===== src/slt_pkg.sv =====
// Shared types, constants and helpers for the shell line tokenizer.
`default_nettype none

package slt_pkg;

  // Line length limit and the width of the byte counter that reaches it.
  localparam int MAX_LINE = 4096;
  localparam int BP_W     = $clog2(MAX_LINE + 1);
  localparam int POS_W    = 12;
  localparam int RES_MAX  = 3;

  // Characters with a meaning of their own.
  localparam logic [7:0] CH_PIPE  = 8'h7C;
  localparam logic [7:0] CH_LT    = 8'h3C;
  localparam logic [7:0] CH_GT    = 8'h3E;
  localparam logic [7:0] CH_QUOTE = 8'h22;
  localparam logic [7:0] CH_SPACE = 8'h20;
  localparam logic [7:0] CH_TAB   = 8'h09;
  localparam logic [7:0] CH_CR    = 8'h0D;

  // Redirection kinds; the token kind is the input redirection plus this.
  localparam logic [1:0] RK_IN     = 2'd0;
  localparam logic [1:0] RK_TRUNC  = 2'd1;
  localparam logic [1:0] RK_APPEND = 2'd2;

  // Scanner modes, one-hot.
  typedef enum logic [5:0] {
    MODE_IDLE   = 6'b000001,
    MODE_WORD   = 6'b000010,
    MODE_QUOTED = 6'b000100,
    MODE_GT     = 6'b001000,
    MODE_RWAIT  = 6'b010000,
    MODE_RNAME  = 6'b100000
  } mode_t;

  typedef enum logic [1:0] {
    EV_CONTENT  = 2'd0,
    EV_COMPLETE = 2'd1,
    EV_ERROR    = 2'd2
  } event_kind_t;

  typedef enum logic [2:0] {
    TK_WORD         = 3'd0,
    TK_QUOTED       = 3'd1,
    TK_PIPE         = 3'd2,
    TK_REDIR_IN     = 3'd3,
    TK_REDIR_TRUNC  = 3'd4,
    TK_REDIR_APPEND = 3'd5
  } token_kind_t;

  typedef enum logic [1:0] {
    ERR_QUOTE     = 2'd0,
    ERR_NO_INPUT  = 2'd1,
    ERR_NO_OUTPUT = 2'd2,
    ERR_TOO_LONG  = 2'd3
  } error_code_t;

  // Line state carried from byte to byte.
  typedef struct packed {
    mode_t             mode;
    logic [1:0]        redir;
    logic [POS_W-1:0]  tok_start;
    logic [POS_W-1:0]  op_pos;
    logic [BP_W-1:0]   byte_pos;
    logic              discard;
  } state_t;

  localparam state_t ST_RESET = '{
    mode:      MODE_IDLE,
    redir:     RK_IN,
    tok_start: '0,
    op_pos:    '0,
    byte_pos:  '0,
    discard:   1'b0
  };

  // One result transaction.
  typedef struct packed {
    event_kind_t       ev;
    token_kind_t       tk;
    logic [7:0]        data;
    logic [POS_W-1:0]  pos;
    error_code_t       err;
    logic              last;
  } result_t;

  // Saturate a byte position to the width of the position field.
  localparam int SAT_W = POS_W + BP_W;
  localparam logic [SAT_W-1:0] POS_MAX_WIDE = SAT_W'((1 << POS_W) - 1);

  function automatic logic [POS_W-1:0] sat_pos(input logic [BP_W-1:0] x);
    logic [SAT_W-1:0] wide;
    wide = SAT_W'(x);
    return (wide > POS_MAX_WIDE) ? POS_MAX_WIDE[POS_W-1:0] : wide[POS_W-1:0];
  endfunction

endpackage

`default_nettype wire


===== src/slt_step.sv =====
// Combinational step of the tokenizer: one byte in, up to three results out.
`default_nettype none

module slt_step (
  input  wire slt_pkg::state_t  state_i,
  input  wire logic [7:0]       char_i,
  input  wire logic             eol_i,
  output slt_pkg::state_t       state_nxt,
  output slt_pkg::result_t      res_o [slt_pkg::RES_MAX],
  output logic [1:0]            cnt_o
);

  function automatic slt_pkg::result_t mk(input slt_pkg::event_kind_t ev,
                                          input slt_pkg::token_kind_t tk,
                                          input logic [7:0] data,
                                          input logic [slt_pkg::POS_W-1:0] pos,
                                          input slt_pkg::error_code_t err);
    slt_pkg::result_t r;
    r.ev   = ev;
    r.tk   = tk;
    r.data = data;
    r.pos  = pos;
    r.err  = err;
    r.last = 1'b0;
    return r;
  endfunction

  logic                        is_ws;
  logic                        is_sp;
  logic [slt_pkg::POS_W-1:0]   p_sat;

  // Character classes and the current position.
  assign is_ws = (char_i == slt_pkg::CH_SPACE) ||
                 ((char_i >= slt_pkg::CH_TAB) && (char_i <= slt_pkg::CH_CR));
  assign is_sp = (char_i == slt_pkg::CH_PIPE) || (char_i == slt_pkg::CH_LT) ||
                 (char_i == slt_pkg::CH_GT) || (char_i == slt_pkg::CH_QUOTE);
  assign p_sat = slt_pkg::sat_pos(state_i.byte_pos);

  // Scan one byte: a first pass on the current mode, then a second pass when the byte
  // ends a word or name, follows a single '>', or finds idle or a pending redirection.
  always_comb begin
    slt_pkg::state_t        st;
    slt_pkg::result_t       res [slt_pkg::RES_MAX];
    logic [1:0]             n;
    logic                   failed;
    logic                   again;
    slt_pkg::token_kind_t   rtk;

    st     = state_i;
    n      = 2'd0;
    failed = 1'b0;
    again  = 1'b0;
    rtk    = slt_pkg::TK_WORD;
    for (int i = 0; i < slt_pkg::RES_MAX; i++) begin
      res[i] = '0;
    end

    if (state_i.discard) begin
      if (eol_i) begin
        st = slt_pkg::ST_RESET;
      end
    end else begin
      if (state_i.byte_pos >= slt_pkg::BP_W'(slt_pkg::MAX_LINE)) begin
        // Line too long: the byte is not tokenized.
        res[n] = mk(slt_pkg::EV_ERROR, slt_pkg::TK_WORD, 8'h00, p_sat,
                    slt_pkg::ERR_TOO_LONG);
        n = n + 2'd1;
        failed = 1'b1;
      end else begin
        st.byte_pos = state_i.byte_pos + slt_pkg::BP_W'(1);
        rtk = slt_pkg::token_kind_t'(3'(slt_pkg::TK_REDIR_IN) + {1'b0, st.redir});

        // First pass on the mode the byte found.
        unique case (st.mode)
          slt_pkg::MODE_WORD: begin
            if (is_ws || is_sp) begin
              res[n] = mk(slt_pkg::EV_COMPLETE, slt_pkg::TK_WORD, 8'h00,
                          st.tok_start, slt_pkg::ERR_QUOTE);
              n = n + 2'd1;
              st.mode = slt_pkg::MODE_IDLE;
              again = 1'b1;
            end else begin
              res[n] = mk(slt_pkg::EV_CONTENT, slt_pkg::TK_WORD, char_i,
                          st.tok_start, slt_pkg::ERR_QUOTE);
              n = n + 2'd1;
            end
          end
          slt_pkg::MODE_QUOTED: begin
            if (char_i == slt_pkg::CH_QUOTE) begin
              res[n] = mk(slt_pkg::EV_COMPLETE, slt_pkg::TK_QUOTED, 8'h00,
                          st.tok_start, slt_pkg::ERR_QUOTE);
              st.mode = slt_pkg::MODE_IDLE;
            end else begin
              res[n] = mk(slt_pkg::EV_CONTENT, slt_pkg::TK_QUOTED, char_i,
                          st.tok_start, slt_pkg::ERR_QUOTE);
            end
            n = n + 2'd1;
          end
          slt_pkg::MODE_GT: begin
            st.mode = slt_pkg::MODE_RWAIT;
            if (char_i == slt_pkg::CH_GT) begin
              st.redir = slt_pkg::RK_APPEND;
            end else begin
              st.redir = slt_pkg::RK_TRUNC;
              again = 1'b1;
            end
          end
          slt_pkg::MODE_RNAME: begin
            if (is_ws || is_sp) begin
              res[n] = mk(slt_pkg::EV_COMPLETE, rtk, 8'h00, st.tok_start,
                          slt_pkg::ERR_QUOTE);
              n = n + 2'd1;
              st.mode = slt_pkg::MODE_IDLE;
              again = 1'b1;
            end else begin
              res[n] = mk(slt_pkg::EV_CONTENT, rtk, char_i, st.tok_start,
                          slt_pkg::ERR_QUOTE);
              n = n + 2'd1;
            end
          end
          default: begin
            // Between tokens and waiting for a file name: second pass.
            again = 1'b1;
          end
        endcase

        // Second pass: between tokens or waiting for a file name.
        if (again) begin
          rtk = slt_pkg::token_kind_t'(3'(slt_pkg::TK_REDIR_IN) + {1'b0, st.redir});
          unique case (st.mode)
            slt_pkg::MODE_RWAIT: begin
              if (is_sp) begin
                res[n] = mk(slt_pkg::EV_ERROR, slt_pkg::TK_WORD, 8'h00, st.op_pos,
                            (st.redir == slt_pkg::RK_IN) ? slt_pkg::ERR_NO_INPUT
                                                         : slt_pkg::ERR_NO_OUTPUT);
                n = n + 2'd1;
                failed = 1'b1;
              end else if (!is_ws) begin
                st.mode = slt_pkg::MODE_RNAME;
                st.tok_start = p_sat;
                res[n] = mk(slt_pkg::EV_CONTENT, rtk, char_i, p_sat,
                            slt_pkg::ERR_QUOTE);
                n = n + 2'd1;
              end
            end
            default: begin
              st.mode = slt_pkg::MODE_IDLE;
              if (char_i == slt_pkg::CH_QUOTE) begin
                st.mode = slt_pkg::MODE_QUOTED;
                st.tok_start = p_sat;
              end else if (char_i == slt_pkg::CH_PIPE) begin
                res[n] = mk(slt_pkg::EV_COMPLETE, slt_pkg::TK_PIPE, 8'h00, p_sat,
                            slt_pkg::ERR_QUOTE);
                n = n + 2'd1;
              end else if (char_i == slt_pkg::CH_LT) begin
                st.mode = slt_pkg::MODE_RWAIT;
                st.redir = slt_pkg::RK_IN;
                st.op_pos = p_sat;
              end else if (char_i == slt_pkg::CH_GT) begin
                st.mode = slt_pkg::MODE_GT;
                st.op_pos = p_sat;
              end else if (!is_ws) begin
                st.mode = slt_pkg::MODE_WORD;
                st.tok_start = p_sat;
                res[n] = mk(slt_pkg::EV_CONTENT, slt_pkg::TK_WORD, char_i, p_sat,
                            slt_pkg::ERR_QUOTE);
                n = n + 2'd1;
              end
            end
          endcase
        end
      end

      // Close the line, or start discarding after an error.
      if (failed) begin
        if (eol_i) begin
          st = slt_pkg::ST_RESET;
        end else begin
          st.discard = 1'b1;
        end
      end else if (eol_i) begin
        rtk = slt_pkg::token_kind_t'(3'(slt_pkg::TK_REDIR_IN) + {1'b0, st.redir});
        if (n != 2'd3) begin
          unique case (st.mode)
            slt_pkg::MODE_WORD: begin
              res[n] = mk(slt_pkg::EV_COMPLETE, slt_pkg::TK_WORD, 8'h00,
                          st.tok_start, slt_pkg::ERR_QUOTE);
              n = n + 2'd1;
            end
            slt_pkg::MODE_QUOTED: begin
              res[n] = mk(slt_pkg::EV_ERROR, slt_pkg::TK_WORD, 8'h00,
                          st.tok_start, slt_pkg::ERR_QUOTE);
              n = n + 2'd1;
            end
            slt_pkg::MODE_GT: begin
              res[n] = mk(slt_pkg::EV_ERROR, slt_pkg::TK_WORD, 8'h00, st.op_pos,
                          slt_pkg::ERR_NO_OUTPUT);
              n = n + 2'd1;
            end
            slt_pkg::MODE_RWAIT: begin
              res[n] = mk(slt_pkg::EV_ERROR, slt_pkg::TK_WORD, 8'h00, st.op_pos,
                          (st.redir == slt_pkg::RK_IN) ? slt_pkg::ERR_NO_INPUT
                                                       : slt_pkg::ERR_NO_OUTPUT);
              n = n + 2'd1;
            end
            slt_pkg::MODE_RNAME: begin
              res[n] = mk(slt_pkg::EV_COMPLETE, rtk, 8'h00, st.tok_start,
                          slt_pkg::ERR_QUOTE);
              n = n + 2'd1;
            end
            default: begin
            end
          endcase
        end
        st = slt_pkg::ST_RESET;
      end
    end

    // Mark the final result of this byte.
    if (n != 2'd0) begin
      res[n - 2'd1].last = 1'b1;
    end

    state_nxt = st;
    res_o     = res;
    cnt_o     = n;
  end

endmodule

`default_nettype wire


===== src/shell_line_tokenizer.sv =====
// Top level of the shell line tokenizer: line state, step logic and result buffer.
//
// Channel  Dir  Handshake              Payload
// in_      in   in_tvalid/in_tready    tdata: char_in; tlast: end_of_line
// out_     out  out_tvalid/out_tready  tdata: token_kind, content_byte, position,
//                                      error_code; tuser: event_kind;
//                                      tlast: last_of_run
//
// A byte is scanned in the cycle it is accepted; its results, up to three, sit
// in a three-entry result register from the next cycle and leave one per cycle
// while out_ is ready. A new byte is taken once the buffer is empty or drains
// its last entry in the same cycle, so bytes enter at one byte per cycle while
// each gives at most one result and out_ is ready; more results block new bytes.
// Reset (rst_n low, synchronous) returns the line state to idle and empties
// the buffer. A stall on out_ holds the head result and blocks new bytes.
`default_nettype none

module shell_line_tokenizer (
  input  wire logic        clk,
  input  wire logic        rst_n,
  input  wire logic        in_tvalid,
  output logic             in_tready,
  input  wire logic [7:0]  in_tdata,   // [7:0] char_in
  input  wire logic        in_tlast,
  output logic             out_tvalid,
  input  wire logic        out_tready,
  output logic [31:0]      out_tdata,  // [2:0] token_kind, [10:3] content_byte,
                                       // [22:11] position, [24:23] error_code
  output logic [1:0]       out_tuser,  // [1:0] event_kind
  output logic             out_tlast
);

  slt_pkg::state_t   state_r;
  slt_pkg::state_t   state_nxt;
  slt_pkg::result_t  step_res [slt_pkg::RES_MAX];
  logic [1:0]        step_cnt;
  slt_pkg::result_t  res_r [slt_pkg::RES_MAX];
  logic [1:0]        cnt_r;
  logic              in_acc;
  logic              out_acc;

  // Scan logic for the byte on the input channel.
  slt_step u_step (
    .state_i   (state_r),
    .char_i    (in_tdata),
    .eol_i     (in_tlast),
    .state_nxt (state_nxt),
    .res_o     (step_res),
    .cnt_o     (step_cnt)
  );

  // Accept when the buffer is empty, or its last result leaves this cycle.
  assign in_tready = (cnt_r == 2'd0) || ((cnt_r == 2'd1) && out_tready);
  assign in_acc    = in_tvalid && in_tready;
  assign out_acc   = out_tvalid && out_tready;

  // Line state register.
  always_ff @(posedge clk) begin
    if (!rst_n) begin
      state_r <= slt_pkg::ST_RESET;
    end else if (in_acc) begin
      state_r <= state_nxt;
    end
  end

  // Result buffer count: loaded from the step, decremented on each transaction.
  always_ff @(posedge clk) begin
    if (!rst_n) begin
      cnt_r <= 2'd0;
    end else if (in_acc) begin
      cnt_r <= step_cnt;
    end else if (out_acc) begin
      cnt_r <= cnt_r - 2'd1;
    end
  end

  // Result buffer payload: the head is always entry zero.
  always_ff @(posedge clk) begin
    if (in_acc) begin
      res_r <= step_res;
    end else if (out_acc) begin
      res_r[0] <= res_r[1];
      res_r[1] <= res_r[2];
    end
  end

  // Output channel.
  assign out_tvalid = (cnt_r != 2'd0);
  assign out_tdata  = {7'd0, res_r[0].err, res_r[0].pos, res_r[0].data, res_r[0].tk};
  assign out_tuser  = res_r[0].ev;
  assign out_tlast  = res_r[0].last;

`ifndef ASSERT_OFF
  // The last buffered result of a byte carries the end-of-run mark.
  a_last_mark: assert property (@(posedge clk) disable iff (!rst_n)
    (out_tvalid && (cnt_r == 2'd1)) |-> out_tlast)
    else $error("final buffered result lacks last_of_run");

  // An error is always the final result of its byte.
  a_err_last: assert property (@(posedge clk) disable iff (!rst_n)
    (out_tvalid && (out_tuser == slt_pkg::EV_ERROR)) |-> out_tlast)
    else $error("error result not last of run");

  // A byte that yields results shows them in the next cycle.
  a_load: assert property (@(posedge clk) disable iff (!rst_n)
    (in_acc && (step_cnt != 2'd0)) |=> (out_tvalid && (cnt_r == $past(step_cnt))))
    else $error("results not loaded into buffer");

  // Bytes of a discarded line give no results.
  a_discard: assert property (@(posedge clk) disable iff (!rst_n)
    (in_acc && state_r.discard) |-> (step_cnt == 2'd0))
    else $error("discarded byte produced results");

  // The byte counter saturates at the line limit.
  a_bp_sat: assert property (@(posedge clk) disable iff (!rst_n)
    state_r.byte_pos <= slt_pkg::BP_W'(slt_pkg::MAX_LINE))
    else $error("byte position beyond line limit");
`endif

endmodule

`default_nettype wire


===== config.mk =====
export PLATFORM = sky130hd
export DESIGN_NAME = shell_line_tokenizer
export DESIGN_NICKNAME = d
export VERILOG_FILES = /design/src/slt_pkg.sv /design/src/slt_step.sv /design/src/shell_line_tokenizer.sv
export SDC_FILE = /design/constraint.sdc
export NUM_CORES = 1
export LEC_CHECK = 0
export BUFFER_PORTS_ARGS = -buffer_cell sky130_fd_sc_hd__buf_4
export CAP_MARGIN = 15
export CORE_MARGIN = 2
export CORE_UTILIZATION = 62
export DETAILED_ROUTE_END_ITERATION = 8
export PLACE_DENSITY = 0.81
export SYNTH_ARGS = -nofsm -noshare
export SYNTH_HDL_FRONTEND = slang
export SYNTH_SLANG_ARGS = --single-unit

===== constraint.sdc =====
create_clock -name clk -period 4.5 [get_ports clk]
set_clock_uncertainty 0.1 [all_clocks]
set_input_delay 0.225 -clock clk [delete_from_list [all_inputs] [get_ports clk]]
set_output_delay 0.225 -clock clk [all_outputs]
set_load 0.03 [all_outputs]

### After elaboration in Yosys (flattened, before gate mapping)

Cells that the tools add are included.
W data, S select, Z words.

| operators by class | value |
|---|---|
| $add $sub $neg | 8 |
| $mul | 0 |
| div/mod/pow operators | 0 |
| magnitude comparators | 10 |
| equality and inequality tests | 18 |
| shift operators | 0 |
| muxes and demuxes | 115 |
| bitwise operators | 3 |
| reductions and logical operators | 23 |

Operators with widths:

| kind | number |
|---|---|
| $mux W84 | 14 |
| $bwmux W84 | 10 |
| $pmux W84 S5 | 1 |
| $mux W56 | 4 |
| $mux W46 | 4 |
| $demux W28 S2 | 3 |
| $mux W28 | 6 |
| $mux W45 | 3 |
| $mux W12 | 11 |
| $pmux W28 S3 | 1 |
| $mux W27 | 3 |
| $mux W32 | 2 |
| $mux W6 | 10 |
| $mux W2 | 29 |
| $eq A8 B6 Y1 const B | 4 |
| $pmux W6 S3 | 1 |
| $add A13 B1 Y13 const B | 1 |
| $ge A13 B13 Y1 const B | 1 |
| $gt A13 B12 Y1 const B | 1 |
| $eq A6 B2 Y1 const B | 2 |
| $eq A6 B3 Y1 const B | 2 |
| $eq A6 B4 Y1 const B | 2 |
| $eq A6 B5 Y1 const B | 2 |
| $eq A6 B6 Y1 const B | 2 |
| 21 further kinds | 58 |

| word-level totals | value |
|---|---|
| flip-flop bits (word level) | 132 |
| latch bits | 0 |
| memory bits (writable) | 0 |
| memory bits (read-only) | 0 |
| bits of input ports | 13 |
| output and inout port bits | 37 |
| word-level logic and storage cells | 202 |
| memories | 0 |

### Logic depth before layout (Yosys ltp)

| depth | value |
|---|---|
| depth after elaboration | 31 |
| depth in mapped cells | 17 |
| gate-level depth less buffers | 13 |

### By module

Synthesis repeated with hierarchy kept, for this count alone.

| unflattened totals | value |
|---|---|
| cells, all modules | 964 |
| area total of the unflattened synthesis | 8871.0 µm² |

By module, submodules not included:

| module | times used | cells each | area each (µm²) | sequential area each (µm²) |
|---|---|---|---|---|
| shell_line_tokenizer | 1 | 410 | 5422.7 | 3483.3 |
| slt_step | 1 | 554 | 3448.3 | 0.0 |

### Worst setup path after synthesis

OpenSTA, ideal clock, no wires.

| timing | value |
|---|---|
| path type | flip-flop to flip-flop |
| start | register state_r[41] in the netlist's numbering |
| end | register res_r (netlist bit out_tdata[2]), data pin |
| setup time | 263 ps |
| arrival | 3396 ps |
| required time | 4137 ps |
| slack | 740 ps |
| stages on the path, launching flop included | 17 |
| buffers on the path | 4 |
| period minus slack after synthesis | 3760 ps |
| path through | dfxtp_1 -> clkbuf_1 -> xor2_1 -> o211ai_2 -> inv_1 -> buf_2 -> clkbuf_1 -> ha_1 -> a31oi_1 -> o31ai_1 -> ha_1 -> nor2b_1 -> and2_1 -> nand3_1 -> buf_2 -> a32oi_1 -> o31ai_1 |

| on the way | value |
|---|---|
| word-level cells in the longest chain between the ends | 29 |
| elaborated cells on any way between the ends | 108 |
| those cells by class | add/sub (5); order compare (4); eq/ne (11); mux (79); bitwise (3); reduce/logical (6) |

RTL lines:

| what | RTL line | text |
|---|---|---|
| start: declaration | shell_line_tokenizer.sv:33 | `slt_pkg::state_t state_r;` |
| start signal: assignment | shell_line_tokenizer.sv:60 | `state_r <= slt_pkg::ST_RESET;` |
| start signal: assignment | shell_line_tokenizer.sv:62 | `state_r <= state_nxt;` |
| $eq A6 B2 Y1, or another cell as far along | slt_step.sv:74 | `unique case (st.mode)` |
| $reduce_or A3 Y1 (no source line) | n/a |  |
| $mux W1 | n/a |  |
| $mux W2 | slt_step.sv:63 | `if (state_i.byte_pos >= slt_pkg::BP_W'(slt_pkg::MAX_LINE)) begin` |
| $mux W2 | slt_step.sv:58 | `if (state_i.discard) begin` |
| $add A2 B1 Y2 or $not A2 Y3 (tied branches) | n/a |  |
| $mux W2, or another cell as far along | slt_step.sv:138, slt_step.sv:162 |  |
| $mux W2 or $logic_and A1 B1 Y1 (tied branches) | n/a |  |
| [... 13 more ...] | n/a |  |
| $pmux W84 S5 | slt_step.sv:184 | `unique case (st.mode)` |
| $mux W84 | slt_step.sv:183 | `if (n != 2'd3) begin` |
| $mux W84 | slt_step.sv:181 | `end else if (eol_i) begin` |
| $mux W84 | slt_step.sv:175 | `if (failed) begin` |
| $mux W84 | slt_step.sv:58 |  |
| $bwmux W84 | slt_step.sv:221 | `res[n - 2'd1].last = 1'b1;` |
| $mux W84 * | slt_step.sv:220 | `if (n != 2'd0) begin` |
| $mux W56 * | shell_line_tokenizer.sv:79 | `if (in_acc) begin` |
| end signal: assignment | shell_line_tokenizer.sv:80 | `res_r <= step_res;` |
| end: declaration | shell_line_tokenizer.sv:37 | `slt_pkg::result_t res_r [slt_pkg::RES_MAX];` |

Every way passes the cells marked *; elsewhere a longest branch is shown, timed or not. The select of a mux whose other input is x is not followed.
A chain may end at the register's enable or synchronous reset.

### Worst setup path in the final report

| timing | value |
|---|---|
| start | register state_r[41] in the netlist's numbering |
| end | register res_r (netlist bit out_tdata[21]), data pin |

The elaborated chain is that of the path after synthesis.

==> reports/results.ini <==
[status]
outcome=complete, no violations

[timing]
worstMarginPinSlew_ps=1037
timing.fmax_mhz=241.4
final.period_utilization=0.9206
slew_headroom=0.3074
post-route-min-period_ps=4143
hold_viol_final=0
slew_violations=0
holdWs_ps=52.34
rsz0062_at_grt=no
setup_tns_ps=0
setup_viol=0

[yosys]
synth_top_flop_cell=edfxtp_1
ys_types=84
yosysWarnings=0
synth_edf_count=76
syn_inst=845
synth_seq_area_share=0.4183
ys_async_sr_fraction=0
syn-cell-area_um2=7752
synth-seq-cells=124
synth_area_per_cell_um2=9.174

[final_layout]
area_growth_pct=11.64
drive_gt1_frac=0.1549
finalInstanceArea_um2=8655
num_antenna_cells=0
fillers=934
layout.nets=878
final_util=0.7146

[flow_run]
drv_cap=0

[worst_hold_path]
hold_class=input port to flop
min_from=in_tdata[5]

[global_route]
grt_pass1_vias=6294
grt_pass1_wl_mm=34.78
antenna_found_initial=0
grt_max_degree=61
grt_usage=0.3441
grt-ovfl-total=0

[floorplanning]
die_area_um2=13410
coreArea_um2=12110
fp.dieW_um=115.8
rows=40
io_pins=50
initial_utilization=0.6401
die_h_um=115.8

[setup_path]
end_kind=flop
start_kind=flop
crit_required_ps=4610
criticalPathCategory=flop to flop
arrival_ps=4260
reg2reg_from=state_r[41]
crit_path_max_fanout=19
crit_start=state_r[41]

[detailed_routing]
routedWlPerCell_um=21.65
drtIter0Drc=897
wl_mm=22.36
ant_nets=0
drc=0
vias_per_cell=6.746
num_vias=6969
first_pass_iters=6

[cts]
cts_hold_buf=0
cts_setup_buffers=0
ctsResizeCount=0
htree_levels=4
insertion_delay_ps=420
cts_num_sinks=124
cts_tree=yes
clkSlewWorstSetupHoldPaths_ps=50
cts_buffers=17
cts_root_buffer=clkbuf_16
clock_path_buffers=2

[placement]
placed_area_um2=8013
dp_hpwl_mm=15.76
gp_congestion=0.9998
io_buffers=42

[pwr]
peakVddDrop_mv=0.2943
pwr_density_cell_nw_per_um2=436.1
p_leak_nw=3.084

-- logic make-up (layout without fill, tap and decap cells) --
kind of cell,count (synthesis),after routing,synth area share
DFF,124,124,0.4183
xor gates and xnor gates,15,15,0.01792
muxes,10,10,0.01404
other,1,15,0.0004837
AOI/OAI and AO/OA,260,260,0.2419
buffers and inverters,128,134,0.08102
and+or+nand+nor,295,295,0.2069
adders and majority gates,12,12,0.01937
-- per-layer routing --
layer	routed length, um	GRT usage	vias to the layer above	part of all wire
met5	0	0	-	0
met4	376	0.09683	0	0.017
met3	3077	0.1009	32	0.14
met2	9398	0.4877	474	0.42
met1	9507	0.5128	3289	0.43
li1	-	-	3174	-
-- synthesized netlist by cell type (all sizes together), types with 7 or more instances --
library cell / n / area (um^2)
a21oi: 48 / 244.0
a221oi: 12 / 111.4
a22o: 12 / 105.1
a22oi: 45 / 337.8
a31oi: 8 / 50.05
a32oi: 14 / 122.6
and2: 7 / 43.79
buf: 48 / 327.8
clkbuf: 42 / 157.7
dfxtp: 48 / 960.9
edfxtp: 76 / 2282
ha: 12 / 150.1
inv: 37 / 138.9
mux2: 7 / 78.83
nand2: 46 / 172.7
nand2b: 8 / 50.05
nand3: 51 / 255.2
nand4: 23 / 143.9
nor2: 62 / 232.7
nor2b: 37 / 231.5
nor3: 17 / 112.6
o211ai: 8 / 65.06
o21ai: 49 / 245.2
o221ai: 12 / 105.1
or2: 9 / 56.31
or3: 9 / 61.31
xor2: 10 / 95.10
-- worst max-delay path, cell delays in order, from the launching register on --
cell and delay [ps]:
dfxtp_1 420, or4_1 660, nor4_4 490, or2_1 370, a21oi_1 130, and2_1 240, ha_1 230, nor2b_1 250
and2_1 220, nand3_1 80, buf_4 230, a31o_2 260, a31oi_1 260
-- where the power goes --
group	internal [mW]	switching, mW
combinational	0.286	0.585
clock	0.930	0.479
sequential	1.43	0.0618
total	2.65	1.13
-- path summary, 6_finish.rpt --
path                                 endpoint  slack (ps)  cells past startpoint
worst min register to register  out_tdata[11]         430                      2
worst max-delay path            out_tdata[21]         360                     12
worst max register to register  out_tdata[21]         360                     12
worst min-delay path             out_tdata[8]          50                      2
-- cell usage in the layout (no fill, tap or decap), drive strengths merged, types with 10 or more instances in the layout --
master	synthesis	final
nand4	23	23
ha	12	12
a22oi	45	45
nand3	51	51
o21ai	49	49
a21oi	48	48
a22o	12	12
clkbuf	42	28
buf	48	65
a221oi	12	12
inv	37	38
o221ai	12	12
nor2	62	62
dfxtp	48	48
nor2b	37	37
xor2	10	10
conb	1	15
edfxtp	76	76
nand2	46	46
a32oi	14	14
nor3	17	17
-- through the flow --
| stage | setup slack [ps] | std cells | total power [mW] |
|---|---|---|---|
| 2_1_floorplan | 740.3 | 859 | 2.171 |
| 3_3_place_gp | 554.7 | 1001 | 2.343 |
| 3_5_place_dp | 485.4 | 1001 | 2.363 |
| 4_1_cts | 455.1 | 1032 | 3.764 |
| 5_1_grt | 141.1 | 1033 | 3.904 |
| 6_report | 357.1 | 1033 | 3.774 |
-- registers in the layout (all words and copies together), names as in the netlist --
signal / count
cnt_r: 2
out_tdata: 25
out_tlast: 1
out_tuser: 2
res_r: 48
state_r: 46
-- cell type report --
class                      instances  area [um^2]  area share
multi-input combinational        607         3936      0.4548
timing repair buffer              65        500.5     0.05783
inverter                          38        142.6     0.01648
clock buffer                      28        580.6     0.06708
clock inverter                     3        41.29    0.004771
tap                              168        210.2     0.02429
sequential                       124         3243      0.3747
(Power assumes the default switching activity.)
